==> src/hw/rtl/mam_pkg.sv <==
// shared types and constants for the matrix add / multiply engine
`timescale 1ns / 1ps
package mam_pkg;

	localparam int MAX_DIM_DEF   = 8;
	localparam int ELEM_BITS_DEF = 16;

	localparam int CMD_W  = 2;
	localparam int IDX_W  = 3;
	localparam int ELEM_W = 16;
	localparam int VAL_W  = 36;
	localparam int DIM_W  = 4;
	localparam int CFG_IDX_W  = 3;
	localparam int CFG_DATA_W = 4;

	typedef enum logic [CMD_W-1:0] {
		CMD_LOAD_A = 2'd0,
		CMD_LOAD_B = 2'd1,
		CMD_START  = 2'd2
	} cmd_t;

	localparam logic [CFG_IDX_W-1:0] REG_ROWS_A  = 3'd0;
	localparam logic [CFG_IDX_W-1:0] REG_COLS_A  = 3'd1;
	localparam logic [CFG_IDX_W-1:0] REG_ROWS_B  = 3'd2;
	localparam logic [CFG_IDX_W-1:0] REG_COLS_B  = 3'd3;
	localparam logic [CFG_IDX_W-1:0] REG_OP_MODE = 3'd4;

	localparam logic OP_ADD = 1'b0;
	localparam logic OP_MUL = 1'b1;

	// tag that travels with each pair of operands through the arithmetic unit
	typedef struct packed {
		logic valid;
		logic first;
		logic last;
		logic add_mode;
	} mac_ctl_t;

endpackage

==> src/hw/rtl/mam_if.sv <==
// valid/ready channel interfaces for items, results and register writes
`timescale 1ns / 1ps
interface mam_in_if
	import mam_pkg::*;
();
	logic              valid;
	logic              ready;
	logic [CMD_W-1:0]  cmd;
	logic [IDX_W-1:0]  row_index;
	logic [IDX_W-1:0]  col_index;
	logic [ELEM_W-1:0] element;

	modport source (output valid, cmd, row_index, col_index, element, input ready);
	modport sink   (input valid, cmd, row_index, col_index, element, output ready);
endinterface

interface mam_out_if
	import mam_pkg::*;
();
	logic                    valid;
	logic                    ready;
	logic [IDX_W-1:0]        out_row;
	logic [IDX_W-1:0]        out_col;
	logic signed [VAL_W-1:0] out_value;
	logic                    dim_error;
	logic                    last;

	modport source (output valid, out_row, out_col, out_value, dim_error, last,
		input ready);
	modport sink   (input valid, out_row, out_col, out_value, dim_error, last,
		output ready);
endinterface

interface mam_cfg_if
	import mam_pkg::*;
();
	logic                  valid;
	logic                  ready;
	logic [CFG_IDX_W-1:0]  index;
	logic [CFG_DATA_W-1:0] data;

	modport source (output valid, index, data, input ready);
	modport sink   (input valid, index, data, output ready);
endinterface

==> src/hw/rtl/mam_store.sv <==
// element memory with one write port and one registered read port
`timescale 1ns / 1ps
module mam_store
	import mam_pkg::*;
#(
	parameter int DEPTH = MAX_DIM_DEF * MAX_DIM_DEF,
	parameter int WIDTH = ELEM_BITS_DEF
) (
	input  logic                     clk,
	input  logic                     we,
	input  logic [$clog2(DEPTH)-1:0] waddr,
	input  logic [WIDTH-1:0]         wdata,
	input  logic                     re,
	input  logic [$clog2(DEPTH)-1:0] raddr,
	output logic [WIDTH-1:0]         rdata
);
	logic [WIDTH-1:0] mem [DEPTH];
	logic [WIDTH-1:0] rdata_q;

	always_ff @(posedge clk) begin
		if (we) begin
			mem[waddr] <= wdata;
		end
		if (re) begin
			rdata_q <= mem[raddr];
		end
	end

	assign rdata = rdata_q;
endmodule

==> src/hw/rtl/mam_mac.sv <==
// shared multiply / add unit with product register and accumulator
`timescale 1ns / 1ps
module mam_mac
	import mam_pkg::*;
#(
	parameter int ELEM_BITS = ELEM_BITS_DEF
) (
	input  logic                    clk,
	input  logic                    arst_n,
	input  mac_ctl_t                ctl,
	input  logic [ELEM_BITS-1:0]    a_raw,
	input  logic [ELEM_BITS-1:0]    b_raw,
	output logic signed [VAL_W-1:0] acc,
	output logic                    done
);
	logic signed [ELEM_BITS-1:0]   a_s;
	logic signed [ELEM_BITS-1:0]   b_s;
	logic signed [2*ELEM_BITS-1:0] prod;
	logic signed [VAL_W-1:0]       sum;
	mac_ctl_t                      ctl_s2;
	logic signed [VAL_W-1:0]       val_s2;
	logic signed [VAL_W-1:0]       acc_q;
	logic                          done_q;

	assign a_s  = signed'(a_raw);
	assign b_s  = signed'(b_raw);
	assign prod = a_s * b_s;
	assign sum  = VAL_W'(a_s) + VAL_W'(b_s);

	always_ff @(posedge clk or negedge arst_n) begin
		if (!arst_n) begin
			ctl_s2 <= '0;
		end else begin
			ctl_s2 <= ctl;
		end
	end

	always_ff @(posedge clk) begin
		if (ctl.valid) begin
			val_s2 <= ctl.add_mode ? sum : VAL_W'(prod);
		end
	end

	always_ff @(posedge clk or negedge arst_n) begin
		if (!arst_n) begin
			acc_q  <= '0;
			done_q <= 1'b0;
		end else begin
			done_q <= ctl_s2.valid && ctl_s2.last;
			if (ctl_s2.valid) begin
				acc_q <= ctl_s2.first ? val_s2 : acc_q + val_s2;
			end
		end
	end

	assign acc  = acc_q;
	assign done = done_q;
endmodule

==> src/hw/rtl/mam_ctrl.sv <==
// sequencer: config registers, start handling, operand addressing, result register
`timescale 1ns / 1ps
module mam_ctrl
	import mam_pkg::*;
#(
	parameter int MAX_DIM = MAX_DIM_DEF
) (
	input  logic                    clk,
	input  logic                    arst_n,
	input  logic                    cfg_we,
	input  logic [CFG_IDX_W-1:0]    cfg_index,
	input  logic [CFG_DATA_W-1:0]   cfg_data,
	input  logic                    start,
	output logic                    idle,
	output logic                    re,
	output logic [$clog2(MAX_DIM*MAX_DIM)-1:0] raddr_a,
	output logic [$clog2(MAX_DIM*MAX_DIM)-1:0] raddr_b,
	output mac_ctl_t                ctl,
	input  logic signed [VAL_W-1:0] acc,
	input  logic                    done,
	output logic                    out_valid,
	input  logic                    out_ready,
	output logic [IDX_W-1:0]        out_row,
	output logic [IDX_W-1:0]        out_col,
	output logic signed [VAL_W-1:0] out_value,
	output logic                    dim_error,
	output logic                    last
);
	localparam int IW = $clog2(MAX_DIM);
	localparam int AW = $clog2(MAX_DIM * MAX_DIM);
	localparam int CW = DIM_W + 1;

	typedef enum logic [1:0] {
		ST_IDLE,
		ST_ERR,
		ST_ISSUE,
		ST_WAIT
	} state_t;

	state_t              state_q;
	logic [DIM_W-1:0]    rows_a_q, cols_a_q, rows_b_q, cols_b_q;
	logic                op_mode_q;
	logic [DIM_W-1:0]    nr_q, nc_q, nk_q;
	logic                add_q;
	logic [IW-1:0]       i_q, j_q, k_q;
	logic                got_q;
	mac_ctl_t            ctl_s1;
	logic                out_valid_q;
	logic [IDX_W-1:0]    out_row_q, out_col_q;
	logic signed [VAL_W-1:0] out_value_q;
	logic                dim_error_q, last_q;

	logic dims_ok, fit_ok;
	logic last_k, last_i, last_j;
	logic out_free, emit, err_emit;
	logic [IW-1:0] ra_row, ra_col, rb_row, rb_col;

	function automatic logic dim_ok(input logic [DIM_W-1:0] d);
		return (d != '0) && (CW'(d) <= CW'(MAX_DIM));
	endfunction

	assign dims_ok = dim_ok(rows_a_q) && dim_ok(cols_a_q) && dim_ok(rows_b_q)
		&& dim_ok(cols_b_q);
	assign fit_ok = (op_mode_q == OP_ADD)
		? (rows_a_q == rows_b_q) && (cols_a_q == cols_b_q)
		: (cols_a_q == rows_b_q);

	assign last_k = add_q || (CW'(k_q) + CW'(1) == CW'(nk_q));
	assign last_i = (CW'(i_q) + CW'(1) == CW'(nr_q));
	assign last_j = (CW'(j_q) + CW'(1) == CW'(nc_q));

	assign out_free = !out_valid_q || out_ready;
	assign emit     = (state_q == ST_WAIT) && (got_q || done) && out_free;
	assign err_emit = (state_q == ST_ERR) && out_free;

	assign ra_row = i_q;
	assign ra_col = add_q ? j_q : k_q;
	assign rb_row = add_q ? i_q : k_q;
	assign rb_col = j_q;
	assign raddr_a = AW'(AW'(ra_row) * AW'(MAX_DIM) + AW'(ra_col));
	assign raddr_b = AW'(AW'(rb_row) * AW'(MAX_DIM) + AW'(rb_col));
	assign re      = (state_q == ST_ISSUE);

	always_ff @(posedge clk or negedge arst_n) begin
		if (!arst_n) begin
			state_q     <= ST_IDLE;
			rows_a_q    <= DIM_W'(8);
			cols_a_q    <= DIM_W'(8);
			rows_b_q    <= DIM_W'(8);
			cols_b_q    <= DIM_W'(8);
			op_mode_q   <= OP_MUL;
			nr_q        <= '0;
			nc_q        <= '0;
			nk_q        <= '0;
			add_q       <= 1'b0;
			i_q         <= '0;
			j_q         <= '0;
			k_q         <= '0;
			got_q       <= 1'b0;
			ctl_s1      <= '0;
			out_valid_q <= 1'b0;
			out_row_q   <= '0;
			out_col_q   <= '0;
			out_value_q <= '0;
			dim_error_q <= 1'b0;
			last_q      <= 1'b0;
		end else begin
			if (cfg_we) begin
				unique case (cfg_index)
					REG_ROWS_A:  rows_a_q  <= cfg_data;
					REG_COLS_A:  cols_a_q  <= cfg_data;
					REG_ROWS_B:  rows_b_q  <= cfg_data;
					REG_COLS_B:  cols_b_q  <= cfg_data;
					REG_OP_MODE: op_mode_q <= cfg_data[0];
					default: ;
				endcase
			end

			if (err_emit || emit) begin
				out_valid_q <= 1'b1;
			end else if (out_ready) begin
				out_valid_q <= 1'b0;
			end

			unique case (state_q)
				ST_IDLE: begin
					ctl_s1 <= '0;
					if (start) begin
						nr_q  <= rows_a_q;
						nc_q  <= (op_mode_q == OP_ADD) ? cols_a_q : cols_b_q;
						nk_q  <= cols_a_q;
						add_q <= (op_mode_q == OP_ADD);
						i_q   <= '0;
						j_q   <= '0;
						k_q   <= '0;
						got_q <= 1'b0;
						state_q <= (dims_ok && fit_ok) ? ST_ISSUE : ST_ERR;
					end
				end
				ST_ERR: begin
					ctl_s1 <= '0;
					if (err_emit) begin
						out_row_q   <= '0;
						out_col_q   <= '0;
						out_value_q <= '0;
						dim_error_q <= 1'b1;
						last_q      <= 1'b1;
						state_q     <= ST_IDLE;
					end
				end
				ST_ISSUE: begin
					ctl_s1 <= '{valid: 1'b1, first: (k_q == '0), last: last_k,
						add_mode: add_q};
					if (last_k) begin
						state_q <= ST_WAIT;
					end else begin
						k_q <= k_q + IW'(1);
					end
				end
				ST_WAIT: begin
					ctl_s1 <= '0;
					if (emit) begin
						got_q <= 1'b0;
					end else if (done) begin
						got_q <= 1'b1;
					end
					if (emit) begin
						out_row_q   <= IDX_W'(i_q);
						out_col_q   <= IDX_W'(j_q);
						out_value_q <= acc;
						dim_error_q <= 1'b0;
						last_q      <= last_i && last_j;
						k_q         <= '0;
						if (last_i && last_j) begin
							state_q <= ST_IDLE;
						end else begin
							state_q <= ST_ISSUE;
							if (last_j) begin
								j_q <= '0;
								i_q <= i_q + IW'(1);
							end else begin
								j_q <= j_q + IW'(1);
							end
						end
					end
				end
				default: begin
					ctl_s1  <= '0;
					state_q <= ST_IDLE;
				end
			endcase
		end
	end

	assign idle      = (state_q == ST_IDLE);
	assign ctl       = ctl_s1;
	assign out_valid = out_valid_q;
	assign out_row   = out_row_q;
	assign out_col   = out_col_q;
	assign out_value = out_value_q;
	assign dim_error = dim_error_q;
	assign last      = last_q;
endmodule

==> src/hw/rtl/matrix_add_multiply.sv <==
// top level of the matrix add / multiply engine
// load items are taken only while idle; ready drops from a start to its last result
// each result element reads k operand pairs in turn, k = cols_a for multiply,
// 1 for add, via the one shared multiplier and the single read port of each store
// a dimension error presents its one result once the output register is free
// reset sets the dimension registers to 8 and op_mode to multiply; stores are not cleared
`timescale 1ns / 1ps
module matrix_add_multiply
	import mam_pkg::*;
#(
	parameter int MAX_DIM   = MAX_DIM_DEF,
	parameter int ELEM_BITS = ELEM_BITS_DEF
) (
	input  logic       clk,
	input  logic       arst_n,
	mam_in_if.sink     in_ch,
	mam_out_if.source  out_ch,
	mam_cfg_if.sink    cfg_ch
);
	localparam int DEPTH = MAX_DIM * MAX_DIM;
	localparam int AW    = $clog2(DEPTH);

	logic                 in_xfer;
	logic                 in_range;
	logic                 we_a, we_b;
	logic                 start;
	logic                 idle;
	logic [AW-1:0]        waddr;
	logic [ELEM_BITS-1:0] wdata;
	logic                 re;
	logic [AW-1:0]        raddr_a, raddr_b;
	logic [ELEM_BITS-1:0] rdata_a, rdata_b;
	mac_ctl_t             ctl;
	logic signed [VAL_W-1:0] acc;
	logic                 done;

	assign in_ch.ready  = idle;
	assign cfg_ch.ready = 1'b1;
	assign in_xfer      = in_ch.valid && idle;

	assign in_range = (5'(in_ch.row_index) < 5'(MAX_DIM))
		&& (5'(in_ch.col_index) < 5'(MAX_DIM));
	assign we_a  = in_xfer && in_range && (in_ch.cmd == CMD_LOAD_A);
	assign we_b  = in_xfer && in_range && (in_ch.cmd == CMD_LOAD_B);
	assign start = in_xfer && (in_ch.cmd == CMD_START);
	assign waddr = AW'(AW'(in_ch.row_index) * AW'(MAX_DIM) + AW'(in_ch.col_index));
	assign wdata = ELEM_BITS'(in_ch.element);

	mam_store #(.DEPTH(DEPTH), .WIDTH(ELEM_BITS)) u_store_a (
		.clk   (clk),
		.we    (we_a),
		.waddr (waddr),
		.wdata (wdata),
		.re    (re),
		.raddr (raddr_a),
		.rdata (rdata_a)
	);

	mam_store #(.DEPTH(DEPTH), .WIDTH(ELEM_BITS)) u_store_b (
		.clk   (clk),
		.we    (we_b),
		.waddr (waddr),
		.wdata (wdata),
		.re    (re),
		.raddr (raddr_b),
		.rdata (rdata_b)
	);

	mam_mac #(.ELEM_BITS(ELEM_BITS)) u_mac (
		.clk    (clk),
		.arst_n (arst_n),
		.ctl    (ctl),
		.a_raw  (rdata_a),
		.b_raw  (rdata_b),
		.acc    (acc),
		.done   (done)
	);

	mam_ctrl #(.MAX_DIM(MAX_DIM)) u_ctrl (
		.clk       (clk),
		.arst_n    (arst_n),
		.cfg_we    (cfg_ch.valid),
		.cfg_index (cfg_ch.index),
		.cfg_data  (cfg_ch.data),
		.start     (start),
		.idle      (idle),
		.re        (re),
		.raddr_a   (raddr_a),
		.raddr_b   (raddr_b),
		.ctl       (ctl),
		.acc       (acc),
		.done      (done),
		.out_valid (out_ch.valid),
		.out_ready (out_ch.ready),
		.out_row   (out_ch.out_row),
		.out_col   (out_ch.out_col),
		.out_value (out_ch.out_value),
		.dim_error (out_ch.dim_error),
		.last      (out_ch.last)
	);
endmodule

==> src/flat_wrapper.sv <==
// flat-port wrapper written by rule: the top's interface ports become plain ports
module matrix_add_multiply_flat import mam_pkg::*;
#(
	parameter int MAX_DIM   = MAX_DIM_DEF,
	parameter int ELEM_BITS = ELEM_BITS_DEF
)
  (clk, arst_n, in_ch_valid, in_ch_cmd, in_ch_row_index, in_ch_col_index, in_ch_element, in_ch_ready, out_ch_valid, out_ch_out_row, out_ch_out_col, out_ch_out_value, out_ch_dim_error, out_ch_last, out_ch_ready, cfg_ch_valid, cfg_ch_index, cfg_ch_data, cfg_ch_ready);
  mam_in_if in_ch_i ();
  mam_out_if out_ch_i ();
  mam_cfg_if cfg_ch_i ();
  input  logic clk;
  input  logic arst_n;
  input wire logic [$bits(in_ch_i.valid)-1:0] in_ch_valid;
  input wire logic [$bits(in_ch_i.cmd)-1:0] in_ch_cmd;
  input wire logic [$bits(in_ch_i.row_index)-1:0] in_ch_row_index;
  input wire logic [$bits(in_ch_i.col_index)-1:0] in_ch_col_index;
  input wire logic [$bits(in_ch_i.element)-1:0] in_ch_element;
  output wire logic [$bits(in_ch_i.ready)-1:0] in_ch_ready;
  output wire logic [$bits(out_ch_i.valid)-1:0] out_ch_valid;
  output wire logic [$bits(out_ch_i.out_row)-1:0] out_ch_out_row;
  output wire logic [$bits(out_ch_i.out_col)-1:0] out_ch_out_col;
  output wire logic [$bits(out_ch_i.out_value)-1:0] out_ch_out_value;
  output wire logic [$bits(out_ch_i.dim_error)-1:0] out_ch_dim_error;
  output wire logic [$bits(out_ch_i.last)-1:0] out_ch_last;
  input wire logic [$bits(out_ch_i.ready)-1:0] out_ch_ready;
  input wire logic [$bits(cfg_ch_i.valid)-1:0] cfg_ch_valid;
  input wire logic [$bits(cfg_ch_i.index)-1:0] cfg_ch_index;
  input wire logic [$bits(cfg_ch_i.data)-1:0] cfg_ch_data;
  output wire logic [$bits(cfg_ch_i.ready)-1:0] cfg_ch_ready;
  assign in_ch_i.valid = in_ch_valid;
  assign in_ch_i.cmd = in_ch_cmd;
  assign in_ch_i.row_index = in_ch_row_index;
  assign in_ch_i.col_index = in_ch_col_index;
  assign in_ch_i.element = in_ch_element;
  assign in_ch_ready = in_ch_i.ready;
  assign out_ch_valid = out_ch_i.valid;
  assign out_ch_out_row = out_ch_i.out_row;
  assign out_ch_out_col = out_ch_i.out_col;
  assign out_ch_out_value = out_ch_i.out_value;
  assign out_ch_dim_error = out_ch_i.dim_error;
  assign out_ch_last = out_ch_i.last;
  assign out_ch_i.ready = out_ch_ready;
  assign cfg_ch_i.valid = cfg_ch_valid;
  assign cfg_ch_i.index = cfg_ch_index;
  assign cfg_ch_i.data = cfg_ch_data;
  assign cfg_ch_ready = cfg_ch_i.ready;
  matrix_add_multiply #(.MAX_DIM(MAX_DIM), .ELEM_BITS(ELEM_BITS)) u_core (.clk(clk), .arst_n(arst_n), .in_ch(in_ch_i), .out_ch(out_ch_i), .cfg_ch(cfg_ch_i));
endmodule
==> config.mk <==
export PLATFORM = sky130hd
export DESIGN_NAME = matrix_add_multiply_flat
export DESIGN_NICKNAME = d
export VERILOG_FILES = /design/src/hw/rtl/mam_pkg.sv /design/src/hw/rtl/mam_if.sv /design/src/hw/rtl/mam_store.sv /design/src/hw/rtl/mam_mac.sv /design/src/hw/rtl/mam_ctrl.sv /design/src/hw/rtl/matrix_add_multiply.sv /design/src/flat_wrapper.sv
export SDC_FILE = /design/constraint.sdc
export NUM_CORES = 2
export LEC_CHECK = 0
export ABC_AREA = 1
export BUFFER_PORTS_ARGS = -buffer_cell sky130_fd_sc_hd__buf_2
export CELL_PAD_IN_SITES_DETAIL_PLACEMENT = 1
export CELL_PAD_IN_SITES_GLOBAL_PLACEMENT = 2
export CORE_MARGIN = 3
export CORE_UTILIZATION = 49
export CTS_BUF_LIST = sky130_fd_sc_hd__clkbuf_2 sky130_fd_sc_hd__clkbuf_4 sky130_fd_sc_hd__clkbuf_8
export DETAILED_ROUTE_END_ITERATION = 12
export GPL_TIMING_DRIVEN = 0
export HOLD_SLACK_MARGIN = 0.08
export PLACE_DENSITY_LB_ADDON = 0.1
export REMOVE_ABC_BUFFERS = 1
export SETUP_SLACK_MARGIN = 0.5
export SYNTH_ARGS = -nofsm -noshare
export SYNTH_HDL_FRONTEND = slang
export SYNTH_SLANG_ARGS = --single-unit
==> constraint.sdc <==
create_clock -name clk -period 10 [get_ports clk]
set_input_delay 2 -clock clk [delete_from_list [all_inputs] [get_ports clk]]
set_output_delay 2 -clock clk [all_outputs]
set_load 0.05 [all_outputs]
==> flow_summary.yaml <==
yosys:
  ys_ff_latch: 2243
  synthArstFlopShare_pct: 5.84
  yosysUniqueCellTypes: 53
  synth_ff_type: "edfxtp_1"
  postSynthAreaPerCell_um2: 11.5
  synth_cells: 8974
  syn_area_um2: 104000
  synth-edff-count: 2112
  ys.warnings.count: 0
  yosysSeqAreaShare_pct: 64.4
global_route:
  grt_pass1_vias: 74400
  antenna_found_initial: 13
  grt_max_degree: 201
  grt_overflow: 0
  grtUsageTotal_pct: 28.8
  grt_pass1_wl_um: 471000
worst_hold_path:
  hold_depth: 0
  hold_path_class: "flop to flop"
  hp-start: "u_core.u_ctrl.ctl[1]"
  worstHoldEndpoint: "u_core.u_mac.ctl_s2[1]"
sta:
  holdWs_ns: 0.351
  timing_hold_violations_final: 0
  clock.fmax_ghz: 0.141
  post-route-min-period_ns: 7.11
  rsz0062_at_grt: "no"
  final.setup.tns_ns: 0
  drv_slew: 0
  setup_ws_ns: 2.89
  timing.final.crit_share_pct: 71.1
  setup_viol: 0
  slew_headroom_pct: 7.86
  skew_ns: 0.107
  tightest_slew_ns: 1.37
routing:
  drc_errors: 0
  drt_iter0_drc: 6155
  drt-total-wl_um: 316000
  dr.pass1.iters: 5
  avgViaCountPerCell: 5.81
  routedWlPerCell_um: 25.8
  vias: 71000
  ant_nets: 0
place:
  dp_slack_ns: 2.85
  place_congestion: 0.856
  dp_cells: 11500
  dpl.hpwl_um: 201000
  io_buffers: 81
die:
  die_h_um: 466
  start_util_pct: 49.4
  floorplan.rows: 168
  die_area_um2: 217000
  die_width_um: 466
  ios: 83
  core_area_um2: 210000
cells_and_area:
  final_cell_mix: "edfxtp_1 (2112), nand2_1 (1238), nor2_1 (966)"
  nets: 9557
  areaGrowthSynthToFinish_pct: 12.7
  instances_no_fill: 12200
  final_common_cell: "edfxtp_1"
  drive_gt1_share_pct: 11.5
setup_path:
  path_common_cell: "fa_1"
  r2r_cells: 19
  worst_setup_path_start_kind: "flop"
  critPathKind: "flop to flop"
  critPathMaxStageDelay_ns: 1.02
  cp.arrival_ns: 7.82
  worstPathRequired_ns: 10.71
  critPathSlowestCell: "fa_1"
  rrSetupSlack_ns: 2.89
  endpoint_kind: "flop"
  rr_startpoint: "u_core.u_store_b.rdata[1]"
  path_cells: "nand2_1 -> inv_1 -> fa_1 -> fa_1 -> fa_1 -> fa_1 -> fa_1 -> inv_1 -> fa_1 -> inv_1 -> ha_1 -> nand2_1 -> o21ai_0 -> nor2_1 -> or2_2 -> nand3_1 -> nand3_1 -> nand3_1 -> nand2_1"
  crit_fanout: 17
  timing.rr.end: "u_core.u_mac.val_s2[34]"
cts:
  clkTransAtPathRegs_ns: 0.07
  clk_latency_ns: 1.08
  numCtsBuffers: 386
  cts_resized: 0
  holdBufCountCts: 0
  post_cts_buffers: 0
  cts_htree_levels: 5
  ctsRootBufferMaster: "clkbuf_8"
  cts_sinks: 2243
  tritoncts: "yes"
  clockBufferDepth: 4
run:
  maxCapViolCount: 0
outcome:
  run_status: "finished, final reports clean"
[metrics by stage]
step / utilization [%] / instance area (um2)
floorplan: - / 101000
global placement: 50.0 / 105000
detailed placement: 52.1 / 109000
CTS: 55.6 / 117000
global route: 55.6 / 117000
finish: 55.6 / 117000
[registers in the layout (all words and copies together) (netlist names), 2 cells and up]
signal                   cells
u_core.u_ctrl.cols_a_q       4
u_core.u_ctrl.cols_b_q       4
u_core.u_ctrl.ctl            4
u_core.u_ctrl.i_q            3
u_core.u_ctrl.j_q            3
u_core.u_ctrl.k_q            3
u_core.u_ctrl.nc_q           4
u_core.u_ctrl.nk_q           4
u_core.u_ctrl.nr_q           4
u_core.u_ctrl.out_col        3
u_core.u_ctrl.out_row        3
u_core.u_ctrl.out_value     36
u_core.u_ctrl.rows_a_q       4
u_core.u_ctrl.rows_b_q       4
u_core.u_ctrl.state_q        2
u_core.u_mac.acc            36
u_core.u_mac.ctl_s2          3
u_core.u_mac.val_s2         32
u_core.u_store_a.mem      1024
u_core.u_store_a.rdata      16
u_core.u_store_b.mem      1024
u_core.u_store_b.rdata      16
[critical path, delay by kind of cell, from the launching register on]
| family | cells | cell delay, ns |
|---|---|---|
| AND/OR/NAND/NOR | 8 | 1.16 |
| AO/OA/AOI/OAI | 1 | 0.25 |
| adder cells (fa/ha/maj) | 7 | 4.14 |
| flip-flops | 1 | 0.98 |
| buffers and inverters | 3 | 0.30 |
[cell families (layout without fill, tap and decap cells)]
kind of cell               after synthesis  after routing  synth area share [%]
adders and majority gates              402            402                  6.77
xor gates and xnor gates                55             55                 0.465
DFF                                   2243           2243                  64.4
AOI/OAI and AO/OA                     2004           2004                  11.3
and+or+nand+nor                       2997           2997                  11.9
other                                    1             15               0.00362
buffers and inverters                 1272           1704                  5.14
[layer usage]
| metal | wire, um | global-route usage (%) |
|---|---|---|
| met1 | 134000 | 38.9 |
| met2 | 155000 | 48.8 |
| met3 | 16300 | 3.47 |
| met4 | 10000 | 9.61 |
| met5 | 0 | 0 |
[synth_stat cells, drive strengths merged, types with 5 or more instances]
library cell	number	area, um2
edfxtp	2112	63400
nand2	1242	4670
nor2	1096	4120
o21ai	1061	5310
inv	742	2790
o211ai	456	3420
nand3	451	2260
clkbuf	268	1010
fa	264	5290
o22ai	263	1650
buf	258	1500
a21oi	142	718
ha	138	1730
or2	137	857
dfrtp	126	3150
nor3	38	201
o21bai	32	240
xnor2	31	272
o31ai	26	195
nand4	25	156
xor2	24	210
a21o	5	37.5
dfstp	5	131
nand3b	5	37.5
[area by class of cell]
type | instances | area [um2]
Fill cell | 21600 | 93100
Sequential cell | 2243 | 66700
Multi-Input combinational cell | 5459 | 32000
Clock buffer | 539 | 6540
Timing Repair Buffer | 283 | 4310
Tap cell | 2805 | 3510
Inverter | 746 | 2860
Clock inverter | 136 | 717
Antenna cell | 14 | 35.0
[worst max-delay path by stage]
stage,start,endpoint,cells past startpoint
floorplan,u_core.u_ctrl.j_q[0],u_core.u_store_b.rdata[15],8
global placement,u_core.u_ctrl.j_q[0],u_core.u_store_b.rdata[0],8
detailed placement,u_core.u_store_b.rdata[1],u_core.u_mac.val_s2[34],19
CTS,u_core.u_store_b.rdata[1],u_core.u_mac.val_s2[34],19
global route,u_core.u_store_a.rdata[15],u_core.u_mac.val_s2[34],19
finish,u_core.u_store_b.rdata[1],u_core.u_mac.val_s2[34],19
Power is left out: the tool's default activity adds up to more than one toggle a clock period on the data nets, which glitch-free logic cannot reach.
